===== src/design/assert_macros.svh =====
// ----------------------------------------------------------------------------
// assert_macros.svh
// assertion macros for the k-subset mask enumerator
// ----------------------------------------------------------------------------
`ifndef ASSERT_MACROS_SVH
`define ASSERT_MACROS_SVH

// same-cycle implication, reset masked
`define KSME_ASSERT_NOW(lbl, clk, rst, ante, cons, msg) \
  lbl: assert property (@(posedge clk) disable iff (rst) (ante) |-> (cons)) \
    else $error(msg);

// next-cycle implication, reset masked
`define KSME_ASSERT_NEXT(lbl, clk, rst, ante, cons, msg) \
  lbl: assert property (@(posedge clk) disable iff (rst) (ante) |=> (cons)) \
    else $error(msg);

`endif


===== src/design/ksme_pkg.sv =====
// ----------------------------------------------------------------------------
// ksme_pkg
// types and fixed widths shared by the k-subset mask enumerator modules
// ----------------------------------------------------------------------------
package ksme_pkg;

  localparam int MASK_W = 15;
  localparam int IDX_W  = 13;
  localparam int K_W    = 4;

  typedef enum logic [2:0] {
    S_IDLE,
    S_SNAP,
    S_SCAN,
    S_FILL,
    S_EMIT
  } state_t;

  typedef struct packed {
    logic accept;
    logic snap;
    logic wrap;
    logic scan_dec;
    logic pivot;
    logic fill;
    logic emit;
  } cmd_t;

  typedef struct packed {
    logic k_zero;
    logic scan_hit;
    logic scan_zero;
    logic fill_done;
    logic out_free;
  } sts_t;

endpackage


===== src/design/ksme_ctrl.sv =====
// ----------------------------------------------------------------------------
// ksme_ctrl
// sequencer: snapshot, pivot scan from the right, refill, then hand off
// ----------------------------------------------------------------------------
module ksme_ctrl (
  input  logic           clk,
  input  logic           rst,
  input  logic           in_valid,
  output logic           in_ready,
  input  ksme_pkg::sts_t sts,
  output ksme_pkg::cmd_t cmd
);

  ksme_pkg::state_t state;
  ksme_pkg::state_t state_next;

  always_ff @(posedge clk) begin
    if (rst) begin
      state <= ksme_pkg::S_IDLE;
    end else begin
      state <= state_next;
    end
  end

  always_comb begin
    state_next = state;
    unique case (state)
      ksme_pkg::S_IDLE: begin
        if (in_valid) state_next = ksme_pkg::S_SNAP;
      end
      ksme_pkg::S_SNAP: begin
        state_next = sts.k_zero ? ksme_pkg::S_EMIT : ksme_pkg::S_SCAN;
      end
      ksme_pkg::S_SCAN: begin
        if (sts.scan_hit) state_next = ksme_pkg::S_FILL;
        else if (sts.scan_zero) state_next = ksme_pkg::S_EMIT;
      end
      ksme_pkg::S_FILL: begin
        if (sts.fill_done) state_next = ksme_pkg::S_EMIT;
      end
      ksme_pkg::S_EMIT: begin
        if (sts.out_free) state_next = ksme_pkg::S_IDLE;
      end
      default: state_next = ksme_pkg::S_IDLE;
    endcase
  end

  always_comb begin
    cmd      = '0;
    in_ready = 1'b0;
    unique case (state)
      ksme_pkg::S_IDLE: begin
        in_ready   = 1'b1;
        cmd.accept = in_valid;
      end
      ksme_pkg::S_SNAP: begin
        cmd.snap = 1'b1;
        // no ones: nothing can advance, the single mask is also the last
        cmd.wrap = sts.k_zero;
      end
      ksme_pkg::S_SCAN: begin
        if (sts.scan_hit) cmd.pivot = 1'b1;
        else if (sts.scan_zero) cmd.wrap = 1'b1;
        else cmd.scan_dec = 1'b1;
      end
      ksme_pkg::S_FILL: begin
        cmd.fill = !sts.fill_done;
      end
      ksme_pkg::S_EMIT: begin
        cmd.emit = sts.out_free;
      end
      default: begin
        cmd = '0;
      end
    endcase
  end

endmodule


===== src/design/ksme_dp.sv =====
// ----------------------------------------------------------------------------
// ksme_dp
// position registers, running index, scan/fill pointers and output register
// ----------------------------------------------------------------------------
`include "assert_macros.svh"

module ksme_dp #(
  parameter int N_ITEMS = 15
) (
  input  logic                          clk,
  input  logic                          rst,
  input  logic                          restart,
  input  logic                          cfg_valid,
  output logic                          cfg_ready,
  input  logic [ksme_pkg::K_W-1:0]      ones_count,
  output logic                          out_valid,
  input  logic                          out_ready,
  output logic [ksme_pkg::MASK_W-1:0]   selection_mask,
  output logic [ksme_pkg::IDX_W-1:0]    combination_index,
  output logic                          cycle_end,
  input  ksme_pkg::cmd_t                cmd,
  output ksme_pkg::sts_t                sts
);

  localparam int PW = $clog2(N_ITEMS);
  localparam int FW = PW + 1;
  localparam int CW = ((FW > ksme_pkg::K_W) ? FW : ksme_pkg::K_W) + 1;
  localparam int XW = (N_ITEMS > ksme_pkg::MASK_W) ? N_ITEMS : ksme_pkg::MASK_W;

  logic [ksme_pkg::K_W-1:0]    ones_cnt;
  logic [ksme_pkg::K_W-1:0]    k_eff;
  logic [PW-1:0]               pos [N_ITEMS];
  logic [ksme_pkg::IDX_W-1:0]  run_idx;
  logic [PW-1:0]               scan_ptr;
  logic [FW-1:0]               fill_ptr;
  logic [FW-1:0]               fill_val;
  logic [PW-1:0]               pos_sel;
  logic [CW-1:0]               limit;
  logic [N_ITEMS-1:0]          mask_now;
  logic [XW-1:0]               mask_ext;
  logic [ksme_pkg::MASK_W-1:0] mask_hold;
  logic [ksme_pkg::IDX_W-1:0]  idx_hold;
  logic                        end_hold;
  logic                        cfg_we;
  logic                        load_first;

  assign cfg_ready  = 1'b1;
  assign cfg_we     = cfg_valid & cfg_ready;
  assign load_first = cfg_we | (cmd.accept & restart) | cmd.wrap;

  // k saturates at the item count
  assign k_eff = (CW'(ones_cnt) > CW'(N_ITEMS)) ? ksme_pkg::K_W'(N_ITEMS) : ones_cnt;

  assign pos_sel = pos[scan_ptr];
  // highest value slot s may hold and still leave room for the slots after it
  assign limit   = CW'(N_ITEMS) - CW'(k_eff) + CW'(scan_ptr);

  always_comb begin
    mask_now = '0;
    for (int i = 0; i < N_ITEMS; i++) begin
      if (CW'(i) < CW'(k_eff)) mask_now = mask_now | (N_ITEMS'(1) << pos[i]);
    end
  end

  assign mask_ext = XW'(mask_now);

  assign sts.k_zero    = (k_eff == '0);
  assign sts.scan_hit  = CW'(pos_sel) < limit;
  assign sts.scan_zero = (scan_ptr == '0);
  assign sts.fill_done = CW'(fill_ptr) >= CW'(k_eff);
  assign sts.out_free  = !out_valid || out_ready;

  always_ff @(posedge clk) begin
    if (rst) begin
      ones_cnt  <= ksme_pkg::K_W'(1);
      run_idx   <= '0;
      out_valid <= 1'b0;
      for (int i = 0; i < N_ITEMS; i++) begin
        pos[i] <= PW'(i);
      end
    end else begin
      if (cfg_we) ones_cnt <= ones_count;
      if (load_first) begin
        run_idx <= '0;
        for (int i = 0; i < N_ITEMS; i++) begin
          pos[i] <= PW'(i);
        end
      end
      if (cmd.pivot) begin
        pos[scan_ptr] <= pos_sel + PW'(1);
        run_idx       <= run_idx + ksme_pkg::IDX_W'(1);
      end
      if (cmd.fill) pos[fill_ptr[PW-1:0]] <= fill_val[PW-1:0];
      if (cmd.emit) out_valid <= 1'b1;
      else if (out_ready) out_valid <= 1'b0;
    end
  end

  always_ff @(posedge clk) begin
    if (cmd.snap) begin
      mask_hold <= mask_ext[ksme_pkg::MASK_W-1:0];
      idx_hold  <= run_idx;
      end_hold  <= sts.k_zero;
      scan_ptr  <= sts.k_zero ? '0 : PW'(k_eff - ksme_pkg::K_W'(1));
    end
    if (cmd.wrap && !cmd.snap) end_hold <= 1'b1;
    if (cmd.scan_dec) scan_ptr <= scan_ptr - PW'(1);
    if (cmd.pivot) begin
      fill_val <= FW'(pos_sel) + FW'(2);
      fill_ptr <= FW'(scan_ptr) + FW'(1);
    end
    if (cmd.fill) begin
      fill_val <= fill_val + FW'(1);
      fill_ptr <= fill_ptr + FW'(1);
    end
    if (cmd.emit) begin
      selection_mask    <= mask_hold;
      combination_index <= idx_hold;
      cycle_end         <= end_hold;
    end
  end

  `KSME_ASSERT_NOW(a_fill_in_range, clk, rst, cmd.fill, CW'(fill_ptr) < CW'(k_eff), "fill past k")
  `KSME_ASSERT_NOW(a_pivot_in_range, clk, rst, cmd.pivot, CW'(scan_ptr) < CW'(k_eff), "pivot past k")
  `KSME_ASSERT_NOW(a_emit_free, clk, rst, cmd.emit, sts.out_free, "emit over a held word")
  `KSME_ASSERT_NEXT(a_wrap_clears, clk, rst, cmd.wrap, run_idx == '0, "index not cleared on wrap")

endmodule


===== src/design/k_subset_mask_enumerator.sv =====
// ----------------------------------------------------------------------------
// k_subset_mask_enumerator
// steps through all k-of-N selection masks in lexicographic order
// ----------------------------------------------------------------------------
// input channel (in_valid/in_ready, restart): each word asks for one mask;
// restart set returns to the first combination before the mask is made.
// output channel (out_valid/out_ready): selection_mask, combination_index
// and cycle_end, which marks the last mask before the walk wraps.
// config channel (cfg_valid/cfg_ready, ones_count): sets k, always ready,
// and sends the walk back to the first combination. write only when idle.
// the time from accept to output is set by the pivot scan, which reads one
// position per cycle from the right, and by the refill, one slot per cycle;
// a wrap skips the refill and k = 0 skips both.
// the next word is taken the cycle after its result is loaded into the
// output register, even while that result still waits for out_ready, so
// the block never takes a new word while one is still in work.
// a stalled receiver holds the output register; the sequencer waits in its
// hand-off state until the register frees up.
// reset: k = 1, positions at the first combination, index zero, no output.
// ----------------------------------------------------------------------------
module k_subset_mask_enumerator #(
  parameter int N_ITEMS = 15
) (
  input  logic                          clk,
  input  logic                          rst,
  input  logic                          in_valid,
  output logic                          in_ready,
  input  logic                          restart,
  input  logic                          cfg_valid,
  output logic                          cfg_ready,
  input  logic [ksme_pkg::K_W-1:0]      ones_count,
  output logic                          out_valid,
  input  logic                          out_ready,
  output logic [ksme_pkg::MASK_W-1:0]   selection_mask,
  output logic [ksme_pkg::IDX_W-1:0]    combination_index,
  output logic                          cycle_end
);

  ksme_pkg::cmd_t cmd;
  ksme_pkg::sts_t sts;

  ksme_ctrl u_ctrl (
    .clk      (clk),
    .rst      (rst),
    .in_valid (in_valid),
    .in_ready (in_ready),
    .sts      (sts),
    .cmd      (cmd)
  );

  ksme_dp #(
    .N_ITEMS (N_ITEMS)
  ) u_dp (
    .clk               (clk),
    .rst               (rst),
    .restart           (restart),
    .cfg_valid         (cfg_valid),
    .cfg_ready         (cfg_ready),
    .ones_count        (ones_count),
    .out_valid         (out_valid),
    .out_ready         (out_ready),
    .selection_mask    (selection_mask),
    .combination_index (combination_index),
    .cycle_end         (cycle_end),
    .cmd               (cmd),
    .sts               (sts)
  );

endmodule

===== config.mk =====
export PLATFORM = sky130hd
export DESIGN_NAME = k_subset_mask_enumerator
export DESIGN_NICKNAME = d
export VERILOG_FILES = /design/src/design/ksme_pkg.sv /design/src/design/ksme_ctrl.sv /design/src/design/ksme_dp.sv /design/src/design/k_subset_mask_enumerator.sv
export VERILOG_INCLUDE_DIRS = /design/src /design/src/design
export SDC_FILE = /design/constraint.sdc
export NUM_CORES = 1
export LEC_CHECK = 0
export CORE_ASPECT_RATIO = 0.8
export CORE_MARGIN = 8
export CORE_UTILIZATION = 31
export CTS_CLUSTER_SIZE = 40
export DETAILED_ROUTE_END_ITERATION = 6
export DONT_BUFFER_PORTS = 1
export SLEW_MARGIN = 5
export SYNTH_ARGS = -nofsm -noshare
export SYNTH_HDL_FRONTEND = slang
export SYNTH_SLANG_ARGS = --single-unit
export TNS_END_PERCENT = 100

===== constraint.sdc =====
create_clock -name clk -period 10.7 [get_ports clk]
set_clock_uncertainty 0.15 [all_clocks]
set_input_delay 1.07 -clock clk [delete_from_list [all_inputs] [get_ports clk]]
set_output_delay 1.07 -clock clk [all_outputs]
set_load 0.02 [all_outputs]

==> metrics.txt <==
# TYPE chip_impl_metric gauge
chip_impl_metric{name="critical-path-max-stage-delay",unit="ns"} 0.95
chip_impl_metric{name="die-area",unit="sq mm"} 0.0361
chip_impl_metric{name="num_rows",unit=""} 57
chip_impl_metric{name="vias_per_cell",unit=""} 6.07
chip_impl_metric{name="final_net_count",unit=""} 942
chip_impl_info{name="synth.cells.most_frequent",value="sky130_fd_sc_hd__edfxtp_1, sky130_fd_sc_hd__nand2_1, sky130_fd_sc_hd__nor2_1, sky130_fd_sc_hd__nor3_1, sky130_fd_sc_hd__nand3_1"} 1
chip_impl_info{name="tritoncts",value="yes"} 1
chip_impl_metric{name="holdBufCountCts",unit=""} 0
chip_impl_info{name="hold_path_startpoint",value="u_dp.idx_hold[4]$_DFFE_PP_"} 1
chip_impl_metric{name="power.share.switching",unit="%"} 36.7
chip_impl_metric{name="synth.distinct_cells",unit=""} 70
chip_impl_info{name="path_cells",value="mux4_2 -> mux4_2 -> ha_1 -> nor3b_1 -> nand3_1 -> o22ai_4 -> o21ai_2 -> o32a_1 -> nor3_1"} 1
chip_impl_metric{name="fillers",unit=""} 3009
chip_impl_metric{name="timing.final.crit_share",unit="%"} 44.3
chip_impl_metric{name="drt_first_pass_iters",unit=""} 6
chip_impl_metric{name="p_switching",unit="W"} 0.000779
chip_impl_metric{name="first_pass_grt_wire_length",unit="microns"} 49400
chip_impl_metric{name="timing.slew.headroom",unit="%"} 31.0
chip_impl_metric{name="grt_max_degree",unit=""} 37
chip_impl_metric{name="worstPathArrival",unit="ns"} 4.66
chip_impl_metric{name="routed_wirelength",unit="microns"} 33000
chip_impl_metric{name="mappedNetlistNets",unit=""} 961
chip_impl_info{name="endpoint_type_of_the_worst_setup_path",value="flop"} 1
chip_impl_metric{name="timing_worst_slew_pin_value",unit="ns"} 1.01
chip_impl_metric{name="detail-route-antenna-nets",unit=""} 0
chip_impl_metric{name="fraction_of_layout_cells_with_a_size_suffix_above_1",unit="%"} 8.31
chip_impl_info{name="setup_repair_after_global_routing_missed_its_margin",value="no"} 1
chip_impl_metric{name="die_y",unit="microns"} 171
chip_impl_metric{name="fp.coreArea",unit="sq mm"} 0.0300
chip_impl_metric{name="finalWorstPathRequiredPeriod",unit="ns"} 4.73
chip_impl_metric{name="number_of_synthesized_flops_with_an_enable_pin",unit=""} 134
chip_impl_metric{name="antenna_violations_before_repair",unit=""} 0
chip_impl_metric{name="clock_path_buffers",unit=""} 2
chip_impl_metric{name="postSynthCellCount",unit=""} 933
chip_impl_metric{name="slew_viol_final",unit=""} 0
chip_impl_metric{name="gr-total-overflow",unit=""} 0
chip_impl_metric{name="die-width",unit="microns"} 210
chip_impl_metric{name="fraction_of_registers_with_async_set_reset",unit="%"} 0
chip_impl_info{name="yosysMostFrequentCell",value="sky130_fd_sc_hd__edfxtp_1"} 1
chip_impl_metric{name="ctsHtreeMaxLevel",unit=""} 4
chip_impl_info{name="worst_hold_path_type",value="flop to flop"} 1
chip_impl_info{name="cpMostUsedCell",value="sky130_fd_sc_hd__mux4_2"} 1
chip_impl_metric{name="synth_top_area_share",unit="%"} 43.0
chip_impl_metric{name="groute.usage.overall",unit="%"} 18.4
chip_impl_metric{name="endpoint_required_time_on_the_critical_path",unit="ns"} 10.62
chip_impl_info{name="path_class",value="flop to flop"} 1
chip_impl_metric{name="tritoncts.num_buffers",unit=""} 17
chip_impl_metric{name="yosysWarningCount",unit=""} 0
chip_impl_metric{name="maxCapViolations",unit=""} 0
chip_impl_metric{name="via_count",unit=""} 8128
chip_impl_metric{name="tns",unit="ns"} 0
chip_impl_metric{name="route.detailed.wl_per_inst",unit="microns"} 24.6
chip_impl_metric{name="remaining_routing_drc_violations",unit=""} 0
chip_impl_metric{name="layout-area-overhead-vs-synth",unit="%"} 10.2
chip_impl_info{name="cpMaxStageDelayCell",value="sky130_fd_sc_hd__dfxtp_1"} 1
chip_impl_metric{name="postCtsSetupRepairBufs",unit=""} 0
chip_impl_info{name="cts-root-buf",value="sky130_fd_sc_hd__clkbuf_16"} 1
chip_impl_metric{name="synth.avg_cell_area",unit="sq um"} 10.0
chip_impl_metric{name="power_density",unit="mW/mm^2"} 206
chip_impl_metric{name="totalPowerFinal",unit="W"} 0.00212
chip_impl_info{name="synth.top_cells.by_area",value="sky130_fd_sc_hd__edfxtp_1, sky130_fd_sc_hd__dfxtp_1, sky130_fd_sc_hd__mux4_2, sky130_fd_sc_hd__nor3_1, sky130_fd_sc_hd__nand2_1"} 1
chip_impl_metric{name="rr_worst_depth",unit=""} 9
chip_impl_metric{name="post_cts.resized_instances",unit=""} 0
chip_impl_metric{name="setup_viol_count_final",unit=""} 0
chip_impl_metric{name="post_synth_design_cell_area",unit="sq mm"} 0.00936
chip_impl_metric{name="ys_seq_area_share",unit="%"} 48.5
chip_impl_info{name="synth_largest_area_cell",value="sky130_fd_sc_hd__edfxtp_1"} 1
chip_impl_metric{name="hold_viol_final",unit=""} 0
chip_impl_info{name="critical_path.reg2reg.endpoint",value="u_dp.pos[15][1]$_DFFE_PP_"} 1
chip_impl_metric{name="floorplan.io_pins",unit=""} 42
chip_impl_metric{name="port-buffer-count",unit=""} 0
chip_impl_info{name="outcome",value="complete, no violations"} 1
chip_impl_metric{name="pwr-share-comb",unit="%"} 30.6
chip_impl_metric{name="critPathMaxFanout",unit=""} 16
chip_impl_metric{name="vdd.ir_drop.worst",unit="V"} 0.000164
chip_impl_metric{name="core_util_final",unit="%"} 34.4
chip_impl_metric{name="initialDrtViolationCount",unit=""} 1186
chip_impl_metric{name="seqCellArea",unit="sq mm"} 0.00454
chip_impl_metric{name="finalWeightedCongestion",unit=""} 1.01
chip_impl_metric{name="multiInputGateArea",unit="sq mm"} 0.00452
chip_impl_metric{name="clock-sinks",unit=""} 160
chip_impl_metric{name="maxClockFrequency",unit="MHz"} 211
chip_impl_metric{name="reg2reg_setup_slack",unit="ns"} 5.97
chip_impl_info{name="synth_ff_type",value="sky130_fd_sc_hd__edfxtp_1"} 1
chip_impl_metric{name="initial_utilization",unit="%"} 31.2
chip_impl_metric{name="via_count_of_the_first_global_routing_pass",unit=""} 7658
chip_impl_metric{name="p_seq_share",unit="%"} 42.3
chip_impl_metric{name="ys_seq_elements",unit=""} 160
chip_impl_metric{name="insertedDiodeCount",unit=""} 0
chip_impl_info{name="timing.hold.worst_endpoint",value="u_dp.combination_index[4]$_DFFE_PP_"} 1
chip_impl_metric{name="worstSkewPairLatency",unit="ns"} 0.44
chip_impl_metric{name="cellInternalPower",unit="W"} 0.00134
chip_impl_metric{name="cellLeakagePower",unit="nW"} 3.19
chip_impl_info{name="startpoint_type",value="flop"} 1
chip_impl_metric{name="cts.clk_slew.worst_paths",unit="ns"} 0.06
chip_impl_metric{name="p_clk_share",unit="%"} 27.1
chip_impl_metric{name="dp.final_hpwl",unit="microns"} 25100
chip_impl_metric{name="worst_hold_path.num_cells",unit=""} 0
-- worst max-delay path by stage --
stage / from / to / cells past startpoint
CTS: flop / u_dp.pos[15][1]$_DFFE_PP_ / 9
global route: flop / u_dp.pos[15][1]$_DFFE_PP_ / 9
finish: flop / u_dp.pos[15][1]$_DFFE_PP_ / 9
global placement: flop / u_dp.pos[15][1]$_DFFE_PP_ / 9
detailed placement: flop / u_dp.pos[15][1]$_DFFE_PP_ / 9
floorplan: u_ctrl.state[2]$_SDFFE_PP0P_ / u_dp.pos[0][0]$_SDFFCE_PN0P_ / 6
-- sequential cells by signal, indices dropped and copies added (netlist names), named ones only --
signal,count
u_dp.cycle_end,1
u_dp.selection_mask,15
u_dp.end_hold,1
u_dp.idx_hold,13
u_dp.fill_ptr,5
u_dp.run_idx,13
u_dp.pos,64
u_dp.combination_index,13
u_dp.fill_val,4
u_dp.k_eff,4
u_dp.mask_hold,15
u_ctrl.state,3
u_dp.out_valid,1
u_dp.scan_ptr,4
-- logic make-up after synthesis --
kind of cell	share of synthesized area, %
muxes	6.70
AOI/OAI and AO/OA	14.8
adders and majority gates	2.49
buffers and inverters	3.35
DFF	48.5
other	0.0401
xor gates and xnor gates	1.03
and+or+nand+nor	23.0
-- metrics by stage --
stage | setup WS [ns] | hold slack (ns) | cell area, sq um | cells
after floorplan | 5.81 | 0.250 | 9360 | 933
after global placement | 6.11 | 0.254 | 9760 | 1308
after detailed placement | 5.99 | 0.255 | 9760 | 1308
after CTS | 5.96 | 0.268 | 10300 | 1340
after global routing | 5.60 | 0.272 | 10300 | 1340
final | 5.97 | 0.267 | 10300 | 1340
-- power groups by stage --
| stage | Clock [W] | Combinational (W) | Sequential (W) |
|---|---|---|---|
| finish | 0.000575 | 0.000650 | 0.000898 |
| floorplan | 0 | 0.000493 | 0.000833 |
| global placement | 0 | 0.000654 | 0.000905 |
| detailed placement | 0 | 0.000645 | 0.000906 |
| global route | 0.000610 | 0.000708 | 0.000905 |
| CTS | 0.000586 | 0.000649 | 0.000892 |
-- placed cells by master (no fill, tap or decap), drive strengths merged, types with 12 or more instances in the layout --
cell type / Yosys / final
mux2i: 15 / 15
nor4: 14 / 14
or3: 34 / 34
nand3: 37 / 37
o21ai: 44 / 44
o22ai: 34 / 34
mux4: 19 / 19
nand2: 83 / 83
nand3b: 13 / 13
nor3: 77 / 77
dfxtp: 26 / 26
nand2b: 33 / 33
nor2b: 12 / 12
edfxtp: 134 / 134
a31oi: 18 / 18
clkbuf: 35 / 25
ha: 17 / 17
nor2: 79 / 79
inv: 29 / 31
o32ai: 13 / 13
a21oi: 27 / 27
-- routing by layer --
metal,GRT usage [%],wire (microns),share of wire [%]
met5,0,0,0
met1,26.0,14500,44
met3,7.01,4410,13
met4,8.23,1120,3.4
met2,24.2,13000,39
-- final cells by class --
type / instances / area share, %
repair buffers: 10 / 0.728
clock inverters: 7 / 0.497
inverters: 29 / 1.05
flip-flops and latches: 160 / 44.0
well taps: 413 / 5.01
clock buffers: 25 / 4.91
multi-input cells: 696 / 43.8
-- critical path, delay by kind of cell (launching register included) --
family	cells	cell delay (ns)
mux	2	1.13
fa+ha+maj	1	0.26
simple gates	3	0.94
flops	1	0.95
compound gates	3	0.94
No activity file was read; power rests on OpenSTA's default activity.
